$ cat config.mk
export PLATFORM = sky130hd
export DESIGN_NAME = biquad_df2_with_coef_smoothing_unit
export DESIGN_NICKNAME = d
export VERILOG_FILES = /design/src/hw/rtl/bqd_pkg.sv /design/src/hw/rtl/bqd_dp.sv /design/src/hw/rtl/bqd_ctrl.sv /design/src/hw/rtl/biquad_df2_with_coef_smoothing_unit.sv
export SDC_FILE = /design/constraint.sdc
export NUM_CORES = 2
export LEC_CHECK = 0
export BUFFER_PORTS_ARGS = -buffer_cell sky130_fd_sc_hd__buf_2
export CORE_MARGIN = 4
export CORE_UTILIZATION = 65
export DETAILED_ROUTE_END_ITERATION = 16
export GPL_ROUTABILITY_DRIVEN = 0
export PLACE_DENSITY = 0.82
export SLEW_MARGIN = 5
export SYNTH_ARGS = -nofsm -noshare
export SYNTH_HDL_FRONTEND = slang
export SYNTH_HIERARCHICAL = 1
export SYNTH_SLANG_ARGS = --single-unit
$ cat constraint.sdc
create_clock -name clk_i -period 16.4 [get_ports clk_i]
set_clock_uncertainty 0.2 [all_clocks]
set_input_delay 0 -clock clk_i [delete_from_list [all_inputs] [get_ports clk_i]]
set_output_delay 0 -clock clk_i [all_outputs]
set_load 0.01 [all_outputs]
$ cat src/hw/rtl/bqd_pkg.sv
// Shared types and constants for the biquad filter with coefficient smoothing.
`default_nettype none

package bqd_pkg;

  localparam int unsigned SAMPLE_W   = 24;
  localparam int unsigned COEF_W     = 32;
  localparam int unsigned STATE_W    = 32;
  localparam int unsigned DIFF_W     = COEF_W + 1;
  localparam int unsigned PROD_W     = DIFF_W + COEF_W;
  localparam int unsigned ACC_W      = 40;
  localparam int unsigned COEF_FRAC  = 28;
  localparam int unsigned RND_W      = PROD_W - COEF_FRAC;
  localparam int unsigned RAMP_NUM   = 3277;
  localparam int unsigned RAMP_SHIFT = 16;
  localparam int unsigned NUM_COEF   = 5;
  localparam int unsigned CFG_IDX_W  = 3;
  localparam int unsigned COEF_IDX_W = 3;

  localparam logic [COEF_W-1:0] COEF_ONE = 32'h1000_0000;

  localparam logic [CFG_IDX_W-1:0] CFG_ENABLE = 3'd0;
  localparam logic [CFG_IDX_W-1:0] CFG_TGT_B0 = 3'd1;
  localparam logic [CFG_IDX_W-1:0] CFG_TGT_B1 = 3'd2;
  localparam logic [CFG_IDX_W-1:0] CFG_TGT_B2 = 3'd3;
  localparam logic [CFG_IDX_W-1:0] CFG_TGT_A1 = 3'd4;
  localparam logic [CFG_IDX_W-1:0] CFG_TGT_A2 = 3'd5;

  localparam logic [COEF_IDX_W-1:0] COEF_B0 = 3'd0;
  localparam logic [COEF_IDX_W-1:0] COEF_B1 = 3'd1;
  localparam logic [COEF_IDX_W-1:0] COEF_B2 = 3'd2;
  localparam logic [COEF_IDX_W-1:0] COEF_A1 = 3'd3;
  localparam logic [COEF_IDX_W-1:0] COEF_A2 = 3'd4;

  localparam logic FUNC_SAMPLE = 1'b0;
  localparam logic FUNC_RAMP   = 1'b1;

  typedef enum logic [1:0] {
    BSEL_D0,
    BSEL_D1,
    BSEL_W,
    BSEL_RAMP
  } b_sel_e;

  typedef enum logic [2:0] {
    ACC_HOLD,
    ACC_LOAD_X,
    ACC_SUB,
    ACC_ADD,
    ACC_CLR
  } acc_op_e;

  typedef struct packed {
    logic                  x_load;
    logic                  mul_en;
    logic                  a_diff;
    b_sel_e                b_sel;
    logic [COEF_IDX_W-1:0] coef_idx;
    acc_op_e               acc_op;
    logic                  w_load;
    logic                  diff_load;
    logic                  coef_wr;
    logic                  out_load;
    logic                  out_pass;
  } cmd_t;

  typedef struct packed {
    logic enable;
  } sts_t;

endpackage

`default_nettype wire

$ cat src/hw/rtl/bqd_dp.sv
// Datapath: registers, shared multiplier, accumulator and saturation.
`default_nettype none

module bqd_dp import bqd_pkg::*; (
  input  wire logic                  clk_i,
  input  wire logic                  rst_ni,
  input  wire cmd_t                  cmd_i,
  output sts_t                       sts_o,
  input  wire logic                  cfg_valid_i,
  input  wire logic [CFG_IDX_W-1:0]  cfg_index_i,
  input  wire logic [COEF_W-1:0]     cfg_data_i,
  input  wire logic [SAMPLE_W-1:0]   in_sample_i,
  output logic      [SAMPLE_W-1:0]   out_sample_o
);

  function automatic logic [STATE_W-1:0] sat_state(logic signed [ACC_W-1:0] v);
    if (v > 40'sd2147483647) begin
      return 32'h7fff_ffff;
    end else if (v < -40'sd2147483648) begin
      return 32'h8000_0000;
    end
    return v[STATE_W-1:0];
  endfunction

  function automatic logic [SAMPLE_W-1:0] sat_sample(logic signed [ACC_W-1:0] v);
    if (v > 40'sd8388607) begin
      return 24'h7f_ffff;
    end else if (v < -40'sd8388608) begin
      return 24'h80_0000;
    end
    return v[SAMPLE_W-1:0];
  endfunction

  logic                      enable_q;
  logic [COEF_W-1:0]         tgt_q [NUM_COEF];
  logic [COEF_W-1:0]         cur_q [NUM_COEF];
  logic [STATE_W-1:0]        d0_q, d1_q;
  logic [SAMPLE_W-1:0]       x_q;
  logic [STATE_W-1:0]        w_q;
  logic signed [DIFF_W-1:0]  diff_q, diff_d;
  logic signed [PROD_W-1:0]  prod_q, prod_d;
  logic signed [ACC_W-1:0]   acc_q, acc_d;
  logic [SAMPLE_W-1:0]       out_q;

  logic [COEF_W-1:0]         cur_sel, tgt_sel;
  logic signed [DIFF_W-1:0]  a_op;
  logic signed [COEF_W-1:0]  b_op;
  logic signed [PROD_W-1:0]  rnd_sum;
  logic signed [ACC_W-1:0]   rnd;
  logic [COEF_W+1:0]         ramp_sum;
  logic [COEF_W-1:0]         ramp_new;

  assign cur_sel = cur_q[cmd_i.coef_idx];
  assign tgt_sel = tgt_q[cmd_i.coef_idx];
  assign diff_d  = $signed({tgt_sel[COEF_W-1], tgt_sel}) - $signed({cur_sel[COEF_W-1], cur_sel});
  assign a_op    = cmd_i.a_diff ? diff_q : $signed({cur_sel[COEF_W-1], cur_sel});

  always_comb begin
    case (cmd_i.b_sel)
      BSEL_D0:   b_op = $signed(d0_q);
      BSEL_D1:   b_op = $signed(d1_q);
      BSEL_W:    b_op = $signed(w_q);
      BSEL_RAMP: b_op = $signed(COEF_W'(RAMP_NUM));
      default:   b_op = $signed(d0_q);
    endcase
  end

  assign prod_d  = a_op * b_op;
  assign rnd_sum = prod_q + $signed(PROD_W'(1) << (COEF_FRAC - 1));
  assign rnd     = $signed({{(ACC_W-RND_W){rnd_sum[PROD_W-1]}}, rnd_sum[PROD_W-1:COEF_FRAC]});

  assign ramp_sum = {{2{cur_sel[COEF_W-1]}}, cur_sel}
                  + prod_q[RAMP_SHIFT+COEF_W+1:RAMP_SHIFT];

  always_comb begin
    if (ramp_sum[COEF_W+1:COEF_W-1] == 3'b000 || ramp_sum[COEF_W+1:COEF_W-1] == 3'b111) begin
      ramp_new = ramp_sum[COEF_W-1:0];
    end else if (ramp_sum[COEF_W+1]) begin
      ramp_new = {1'b1, {(COEF_W-1){1'b0}}};
    end else begin
      ramp_new = {1'b0, {(COEF_W-1){1'b1}}};
    end
  end

  always_comb begin
    case (cmd_i.acc_op)
      ACC_LOAD_X: acc_d = $signed({{(ACC_W-SAMPLE_W){x_q[SAMPLE_W-1]}}, x_q});
      ACC_SUB:    acc_d = acc_q - rnd;
      ACC_ADD:    acc_d = acc_q + rnd;
      ACC_CLR:    acc_d = '0;
      default:    acc_d = acc_q;
    endcase
  end

  always_ff @(posedge clk_i or negedge rst_ni) begin
    if (!rst_ni) begin
      enable_q <= 1'b1;
      for (int i = 0; i < NUM_COEF; i++) begin
        tgt_q[i] <= '0;
      end
      tgt_q[COEF_B0] <= COEF_ONE;
    end else if (cfg_valid_i) begin
      unique case (cfg_index_i)
        CFG_ENABLE: enable_q       <= cfg_data_i[0];
        CFG_TGT_B0: tgt_q[COEF_B0] <= cfg_data_i;
        CFG_TGT_B1: tgt_q[COEF_B1] <= cfg_data_i;
        CFG_TGT_B2: tgt_q[COEF_B2] <= cfg_data_i;
        CFG_TGT_A1: tgt_q[COEF_A1] <= cfg_data_i;
        CFG_TGT_A2: tgt_q[COEF_A2] <= cfg_data_i;
        default: ;
      endcase
    end
  end

  always_ff @(posedge clk_i or negedge rst_ni) begin
    if (!rst_ni) begin
      for (int i = 0; i < NUM_COEF; i++) begin
        cur_q[i] <= '0;
      end
      cur_q[COEF_B0] <= COEF_ONE;
    end else if (cmd_i.coef_wr) begin
      cur_q[cmd_i.coef_idx] <= ramp_new;
    end
  end

  always_ff @(posedge clk_i or negedge rst_ni) begin
    if (!rst_ni) begin
      d0_q <= '0;
      d1_q <= '0;
    end else if (cmd_i.out_load && !cmd_i.out_pass) begin
      d1_q <= d0_q;
      d0_q <= w_q;
    end
  end

  always_ff @(posedge clk_i) begin
    if (cmd_i.x_load) begin
      x_q <= in_sample_i;
    end
    if (cmd_i.w_load) begin
      w_q <= sat_state(acc_q);
    end
    if (cmd_i.diff_load) begin
      diff_q <= diff_d;
    end
    if (cmd_i.mul_en) begin
      prod_q <= prod_d;
    end
    acc_q <= acc_d;
    if (cmd_i.out_load) begin
      out_q <= cmd_i.out_pass ? x_q : sat_sample(acc_q);
    end
  end

  assign sts_o.enable = enable_q;
  assign out_sample_o = out_q;

endmodule

`default_nettype wire

$ cat src/hw/rtl/bqd_ctrl.sv
// Controller: sequences the shared multiplier and accumulator per item.
`default_nettype none

module bqd_ctrl import bqd_pkg::*; (
  input  wire logic clk_i,
  input  wire logic rst_ni,
  input  wire logic s_valid_i,
  input  wire logic s_func_i,
  output logic      s_ready_o,
  output logic      m_valid_o,
  input  wire logic m_ready_i,
  input  wire sts_t sts_i,
  output cmd_t      cmd_o
);

  localparam logic [1:0] ST_IDLE   = 2'd0;
  localparam logic [1:0] ST_SAMPLE = 2'd1;
  localparam logic [1:0] ST_RAMP   = 2'd2;
  localparam logic [1:0] ST_FIN    = 2'd3;

  localparam logic [2:0] SAMPLE_LAST = 3'd6;

  localparam logic [1:0] PH_DIFF = 2'd0;
  localparam logic [1:0] PH_MUL  = 2'd1;
  localparam logic [1:0] PH_WR   = 2'd2;

  localparam logic [COEF_IDX_W-1:0] IDX_LAST = COEF_IDX_W'(NUM_COEF - 1);

  logic [1:0]            state_q, state_d;
  logic [2:0]            cnt_q, cnt_d;
  logic [1:0]            phase_q, phase_d;
  logic [COEF_IDX_W-1:0] idx_q, idx_d;
  logic                  pass_q, pass_d;
  logic                  out_vld_q, out_vld_d;
  logic                  accept;
  logic                  out_free;

  assign s_ready_o = (state_q == ST_IDLE);
  assign accept    = s_valid_i && s_ready_o;
  assign out_free  = !out_vld_q || m_ready_i;
  assign m_valid_o = out_vld_q;

  always_comb begin
    state_d = state_q;
    cnt_d   = cnt_q;
    phase_d = phase_q;
    idx_d   = idx_q;
    pass_d  = pass_q;
    cmd_o   = '0;
    cmd_o.x_load = accept;

    unique case (state_q)
      ST_IDLE: begin
        cnt_d   = '0;
        phase_d = PH_DIFF;
        idx_d   = '0;
        if (accept) begin
          if (s_func_i == FUNC_RAMP) begin
            state_d = ST_RAMP;
          end else if (sts_i.enable) begin
            pass_d  = 1'b0;
            state_d = ST_SAMPLE;
          end else begin
            pass_d  = 1'b1;
            state_d = ST_FIN;
          end
        end
      end

      ST_SAMPLE: begin
        cnt_d = cnt_q + 3'd1;
        unique case (cnt_q)
          3'd0: begin
            cmd_o.acc_op   = ACC_LOAD_X;
            cmd_o.mul_en   = 1'b1;
            cmd_o.coef_idx = COEF_A1;
            cmd_o.b_sel    = BSEL_D0;
          end
          3'd1: begin
            cmd_o.acc_op   = ACC_SUB;
            cmd_o.mul_en   = 1'b1;
            cmd_o.coef_idx = COEF_A2;
            cmd_o.b_sel    = BSEL_D1;
          end
          3'd2: begin
            cmd_o.acc_op = ACC_SUB;
          end
          3'd3: begin
            cmd_o.w_load   = 1'b1;
            cmd_o.acc_op   = ACC_CLR;
            cmd_o.mul_en   = 1'b1;
            cmd_o.coef_idx = COEF_B1;
            cmd_o.b_sel    = BSEL_D0;
          end
          3'd4: begin
            cmd_o.acc_op   = ACC_ADD;
            cmd_o.mul_en   = 1'b1;
            cmd_o.coef_idx = COEF_B2;
            cmd_o.b_sel    = BSEL_D1;
          end
          3'd5: begin
            cmd_o.acc_op   = ACC_ADD;
            cmd_o.mul_en   = 1'b1;
            cmd_o.coef_idx = COEF_B0;
            cmd_o.b_sel    = BSEL_W;
          end
          default: begin
            cmd_o.acc_op = ACC_ADD;
          end
        endcase
        if (cnt_q == SAMPLE_LAST) begin
          state_d = ST_FIN;
        end
      end

      ST_RAMP: begin
        cmd_o.coef_idx = idx_q;
        cmd_o.a_diff   = 1'b1;
        cmd_o.b_sel    = BSEL_RAMP;
        unique case (phase_q)
          PH_DIFF: begin
            cmd_o.diff_load = 1'b1;
            phase_d         = PH_MUL;
          end
          PH_MUL: begin
            cmd_o.mul_en = 1'b1;
            phase_d      = PH_WR;
          end
          default: begin
            cmd_o.coef_wr = 1'b1;
            phase_d       = PH_DIFF;
            idx_d         = idx_q + COEF_IDX_W'(1);
            if (idx_q == IDX_LAST) begin
              state_d = ST_IDLE;
            end
          end
        endcase
      end

      default: begin
        cmd_o.out_pass = pass_q;
        if (out_free) begin
          cmd_o.out_load = 1'b1;
          state_d        = ST_IDLE;
        end
      end
    endcase
  end

  assign out_vld_d = (out_vld_q && !m_ready_i) || cmd_o.out_load;

  always_ff @(posedge clk_i or negedge rst_ni) begin
    if (!rst_ni) begin
      state_q   <= ST_IDLE;
      cnt_q     <= '0;
      phase_q   <= PH_DIFF;
      idx_q     <= '0;
      pass_q    <= 1'b0;
      out_vld_q <= 1'b0;
    end else begin
      state_q   <= state_d;
      cnt_q     <= cnt_d;
      phase_q   <= phase_d;
      idx_q     <= idx_d;
      pass_q    <= pass_d;
      out_vld_q <= out_vld_d;
    end
  end

endmodule

`default_nettype wire

$ cat src/hw/rtl/biquad_df2_with_coef_smoothing_unit.sv
// Filtered sample: runs the sample sequence on the shared multiplier, then loads the output.
// Bypass sample: the input sample is passed straight to the output. Ramp word: no output word.
// One shared 33x32 multiplier serves five products in turn; words are accepted only in idle.
// A word waiting at the output stalls only the final write of the next result.
// Reset: delay line zero, working and target coefficients pass-through (b0 = 1.0),
// filter enabled, no output word pending.
`default_nettype none

module biquad_df2_with_coef_smoothing_unit import bqd_pkg::*; (
  input  wire logic                 clk_i,
  input  wire logic                 rst_ni,
  input  wire logic                 s_axis_tvalid,
  output logic                      s_axis_tready,
  input  wire logic [SAMPLE_W-1:0]  s_axis_tdata,   // [23:0] in_sample
  input  wire logic                 s_axis_tuser,   // [0] func
  output logic                      m_axis_tvalid,
  input  wire logic                 m_axis_tready,
  output logic      [SAMPLE_W-1:0]  m_axis_tdata,   // [23:0] out_sample
  input  wire logic                 cfg_valid_i,
  output logic                      cfg_ready_o,
  input  wire logic [CFG_IDX_W-1:0] cfg_index_i,
  input  wire logic [COEF_W-1:0]    cfg_data_i
);

  cmd_t cmd;
  sts_t sts;

  assign cfg_ready_o = 1'b1;

  bqd_ctrl u_ctrl (
    .clk_i     (clk_i),
    .rst_ni    (rst_ni),
    .s_valid_i (s_axis_tvalid),
    .s_func_i  (s_axis_tuser),
    .s_ready_o (s_axis_tready),
    .m_valid_o (m_axis_tvalid),
    .m_ready_i (m_axis_tready),
    .sts_i     (sts),
    .cmd_o     (cmd)
  );

  bqd_dp u_dp (
    .clk_i        (clk_i),
    .rst_ni       (rst_ni),
    .cmd_i        (cmd),
    .sts_o        (sts),
    .cfg_valid_i  (cfg_valid_i),
    .cfg_index_i  (cfg_index_i),
    .cfg_data_i   (cfg_data_i),
    .in_sample_i  (s_axis_tdata),
    .out_sample_o (m_axis_tdata)
  );

endmodule

`default_nettype wire

== After elaboration in Yosys (flattened, before gate mapping) ==
Cells that the tools add are included.
Cells by class
  reduce and logical (&&, ||, !) cells: 33
  div/mod/pow operators: 0
  muxes and demuxes: 55
  equality and inequality tests: 27
  $lt $le $gt $ge: 6
  $add $sub $neg: 7
  shift operators: 0
  bitwise gates (word level): 2
  multiply operators: 1
Operators with widths (number)
  $mux W32: 10
  $bmux W32 S3: 2
  $bwmux W160: 1
  $pmux W40 S4: 1
  $pmux W32 S4: 1
  $demux W32 S3: 1
  $mux W24: 4
  $add A65 B29 Y65 const B: 1
  $mul A33 B32 Y65: 1
  $add A40 B37 Y40: 1
  $gt A40 B24 Y1 const B: 1
  $gt A40 B32 Y1 const B: 1
  $lt A40 B24 Y1 const B: 1
  $lt A40 B32 Y1 const B: 1
  $sub A40 B37 Y40: 1
  $add A34 B34 Y34: 1
  $mux W33: 1
  $sub A32 B32 Y33: 1
  $pmux W5 S5: 1
  $eq A3 B3 Y1 const B: 8
  $eq A3 B2 Y1 const B: 6
  $mux W2: 9
  $mux W1: 14
  $reduce_and A2 Y1: 7
  other kinds (30): 55
Word-level totals
  memories: 0
  bits in latches: 0
  RAM bits: 0
  logic and storage cells: 156
  input bits: 65
  register bits after elaboration: 615
  bits in read-only memories: 0

== Logic depth before layout (Yosys ltp) ==
  depth after elaboration: 12
  mapped depth: 44
  gate-level depth less buffers: 39

== Hierarchy ==
Netlist, hierarchy kept.
By module, submodules not included
  bqd_dp: area each 67557.3 sq um, cells each 6893, instances 1
  bqd_ctrl: area each 965.9 sq um, cells each 102, instances 1
  biquad_df2_with_coef_smoothing_unit: area each 11.3 sq um, cells each 2, instances 1

== Worst setup path after synthesis ==
No wires, ideal clock.
  path type: reg2reg
  from: reg u_ctrl.state_q[0]
  to: reg u_dp.prod_q[63], data pin
  stages on the path, launching flop included: 37
  setup slack: 5.590 ns
  arrival: 10.349 ns
  required time: 15.938 ns
  period minus slack after synthesis: 10.810 ns
  path through: dfrtp_1 inv_1 ha_1 buf_2 nand2_1 a21boi_1 buf_6 buf_2 buf_1 mux2i_1 o21ai_0 a221o_1 mux2i_1 clkbuf_1 nor2_1 fa_1 fa_1 inv_1 fa_1 fa_1 inv_1 fa_1 fa_1 fa_1 fa_1 ha_1 a21o_1 o21bai_1 a31oi_1 nor2_1 or3_1 a31o_2 a21oi_1 o21ai_1 a211oi_2 o21ai_1 xor2_1
RTL lines
  start, declared: line bqd_ctrl.sv:29  | logic [1:0] state_q, state_d;
  start signal, assigned: line bqd_ctrl.sv:161  | state_q <= state_d;
  end signal, assigned: line bqd_dp.sv:147  | prod_q <= prod_d;
  end, declared: line bqd_dp.sv:41  | logic signed [PROD_W-1:0] prod_q, prod_d;

==> results.ini <==
[synthesis]
ys_seq_elements = 599
synth.most_common_cell = inv_1
synthCells = 6997
synthesis.area_um2 = 68500
synth_cell_types = 108
syn_avg_cell_area_um2 = 9.79
syn_nets = 8475
yosys.area.top_type_share = 0.325
yosys-top-cells-count = inv_1, fa_1, nor2_1, nand2_1, dfrtp_1
synth_edf_count = 202
yosys_most_used_dff = dfrtp_1
postSynth.asyncResetShare = 0.663
seq_area_frac_synth = 0.234
synth_top_cell_by_area = fa_1
ys_top_cells_by_area = fa_1, dfrtp_1, edfxtp_1, inv_1, ha_1
yosysWarnings = 6

[job]
maxCapViolCount = 0

[timing]
max_freq_mhz = 78.0
period_share = 0.782
min_period_ns = 12.83
maxSlewViolCount = 0
worst-slew-pin-transition_ns = 1.28
slew-limit-headroom = 0.145
hold_violations = 0
grt_setup_unrepaired = false
finalSetupTns_ns = 0
setup_violations = 0

[route]
drt_iter0_drc = 6805
first_pass_iters = 7
drc = 0
vias = 54900
wl_per_cell_um = 25.4
ant_nets = 0
viasPerCell = 6.45
routed_wl_mm = 216

[global_routing]
grt_pass1_wl_mm = 336
gr-total-overflow = 0
antenna_found_initial = 7
first_global_vias = 58600
grt_start_max_net_pins = 103
grt_use_total = 0.395

[setup_path]
arrival_ns = 13.02
endpoint_kind = flip-flop
cpMaxStageDelayCell = nand2b_1
path_max_fanout = 34
cp.required_ns = 16.59
path_common_cell = fa_1
max_stage_delay_ns = 0.80
crit_path_start_kind = flip-flop
critPathKind = flip-flop to flip-flop

[finish]
area_growth_pct = 8.22
fin_nets = 8548
fillers = 7082
drive_above_1_share = 0.0988

[clocking]
cts.sinks = 599
cts_root_buffer = clkbuf_16
post-cts-setup-buffers = 0
clkLatencyLatePin_ns = 0.66
cts_tree = yes
clockBufferDepth = 3
cts-buffers-inserted = 69
clkTransAtPathRegs_ns = 0.06
h-tree-depth = 3

[placed_design]
hpwl_mm = 156
portBuffers = 90

[floorplan]
io_pins = 92
coreArea_um2 = 104000
die_y_um = 333
initial_core_util = 0.658
die_area_um2 = 111000
rows = 118
die_w_um = 333

[status]
status = finished clean

[min_path]
min_path_type = primary input to flip-flop

## final timing paths
check	from	end	slack, ns	depth (start not counted)
worst min register to register	u_dp/cur_q[119]$_DFFE_PN0P_	u_dp/cur_q[119]$_DFFE_PN0P_	0.28	2
worst min-delay path	cfg_data_i[27]	u_dp/tgt_q[27]$_DFFE_PN0P_	0.01	3
max in group asynchronous	rst_ni	u_dp/d1_q[0]$_DFFE_PN0P_	13.89	5
min in group asynchronous	rst_ni	u_dp/cur_q[156]$_DFFE_PN1P_	0.30	3
worst max register to register	u_ctrl/state_q[1]$_DFFE_PN0P_	u_dp/prod_q[60]$_DFFE_PP_	3.57	36
worst max-delay path	u_ctrl/state_q[1]$_DFFE_PN0P_	u_dp/prod_q[60]$_DFFE_PP_	3.57	36
## final cells by class
class / count / area [µm²] / area share
multi-input combinational: 4922 / 47300 / 0.637
sequential: 599 / 16000 / 0.216
inverter: 1147 / 4310 / 0.0580
timing repair buffer: 331 / 2620 / 0.0353
clock buffer: 103 / 1990 / 0.0268
tap: 1380 / 1730 / 0.0233
clock inverter: 24 / 246 / 0.00332
antenna: 4 / 10.0 / 0.000135
## sequential cells by signal, indices dropped and copies added (netlist names)
name,count
u_ctrl/cnt_q,3
u_dp/x_q,24
u_ctrl/idx_q,3
u_dp/w_q,32
u_dp/d0_q,32
u_ctrl/m_valid_o,1
u_dp/prod_q,49
u_ctrl/phase_q,2
u_dp/cur_q,160
u_dp/out_sample_o,24
u_ctrl/pass_q,1
u_dp/d1_q,32
u_dp/diff_q,33
u_ctrl/state_q,2
u_dp/tgt_q,160
u_dp/sts_o,1
u_dp/acc_q,40
## layer usage
metal	GRT usage	share of wire	routed length, µm	vias up
met5	0	0.00049	107	-
met3	0.146	0.15	32600	1137
li1	-	-	-	22400
met4	0.253	0.086	18600	14
met2	0.584	0.43	92500	4167
met1	0.494	0.34	72500	27200
## stage by stage
| stage | std cells | util | instance area [µm²] | hold slack (ns) | setup slack [ns] |
|---|---|---|---|---|---|
| finish | 8510 | 0.713 | 74200 | 0.0102 | 3.57 |
| global route | 8506 | 0.712 | 74200 | 0.0267 | 2.91 |
| CTS | 8506 | 0.712 | 74200 | 0.000412 | 3.83 |
| detailed placement | 8252 | 0.679 | 70600 | -0.0970 | 3.85 |
| global placement | 8252 | 0.679 | 70600 | -0.105 | 4.18 |
| floorplan | 6997 | - | 68500 | -0.496 | 5.59 |
## cells by family (layout without fill, tap and decap cells)
family / Yosys count / in the layout / synth area share
compound gates: 966 / 966 / 0.0911
xor+xnor: 221 / 221 / 0.0282
fa+ha+maj: 1413 / 1413 / 0.380
buf+inv: 1476 / 1605 / 0.0818
flops: 599 / 599 / 0.234
mux: 394 / 394 / 0.0656
other cells: 1 / 5 / 0.0000547
simple gates: 1927 / 1927 / 0.120
## repair_timing
item	in CTS	in global routing
gates resized for setup	0	0
hold endpoints to repair	293	0
hold buffers	127	0
## critical path: cells and delay by family (launching register included)
kind                       cells  cell delay [ns]
and+or+nand+nor                5             1.65
muxes                          1             0.19
xor gates and xnor gates       1             0.16
adders and majority gates     10             4.82
buffers and inverters          8             1.53
DFF                            1             0.41
AOI/OAI and AO/OA             11             3.56
## layout by cell type (no fill, tap or decap), drive strengths merged, types with 10 or more instances in the layout
cell type,instances
o31ai,22
a21oi,286
o22ai,25
o21ai,263
and2,38
dlygate4sd3,126
mux2,266
and3,39
a221o,38
xor2,80
buf,205
nor2b,36
dfrtp,394
clkinv,15
a21boi,13
fa,1114
mux2i,111
a22o,12
clkbuf,103
and4,13
o21bai,19
nand3,48
a31oi,26
nand2,754
o21a,36
nor4,10
or2,11
inv,1153
xnor2,141
nor3,37
a21o,133
nor2,805
nand2b,47
mux4,17
ha,299
nand4,49
edfxtp,202
Power is not shown: default switching activity piles up to over one toggle a cycle in this logic, so the estimate is an artifact.
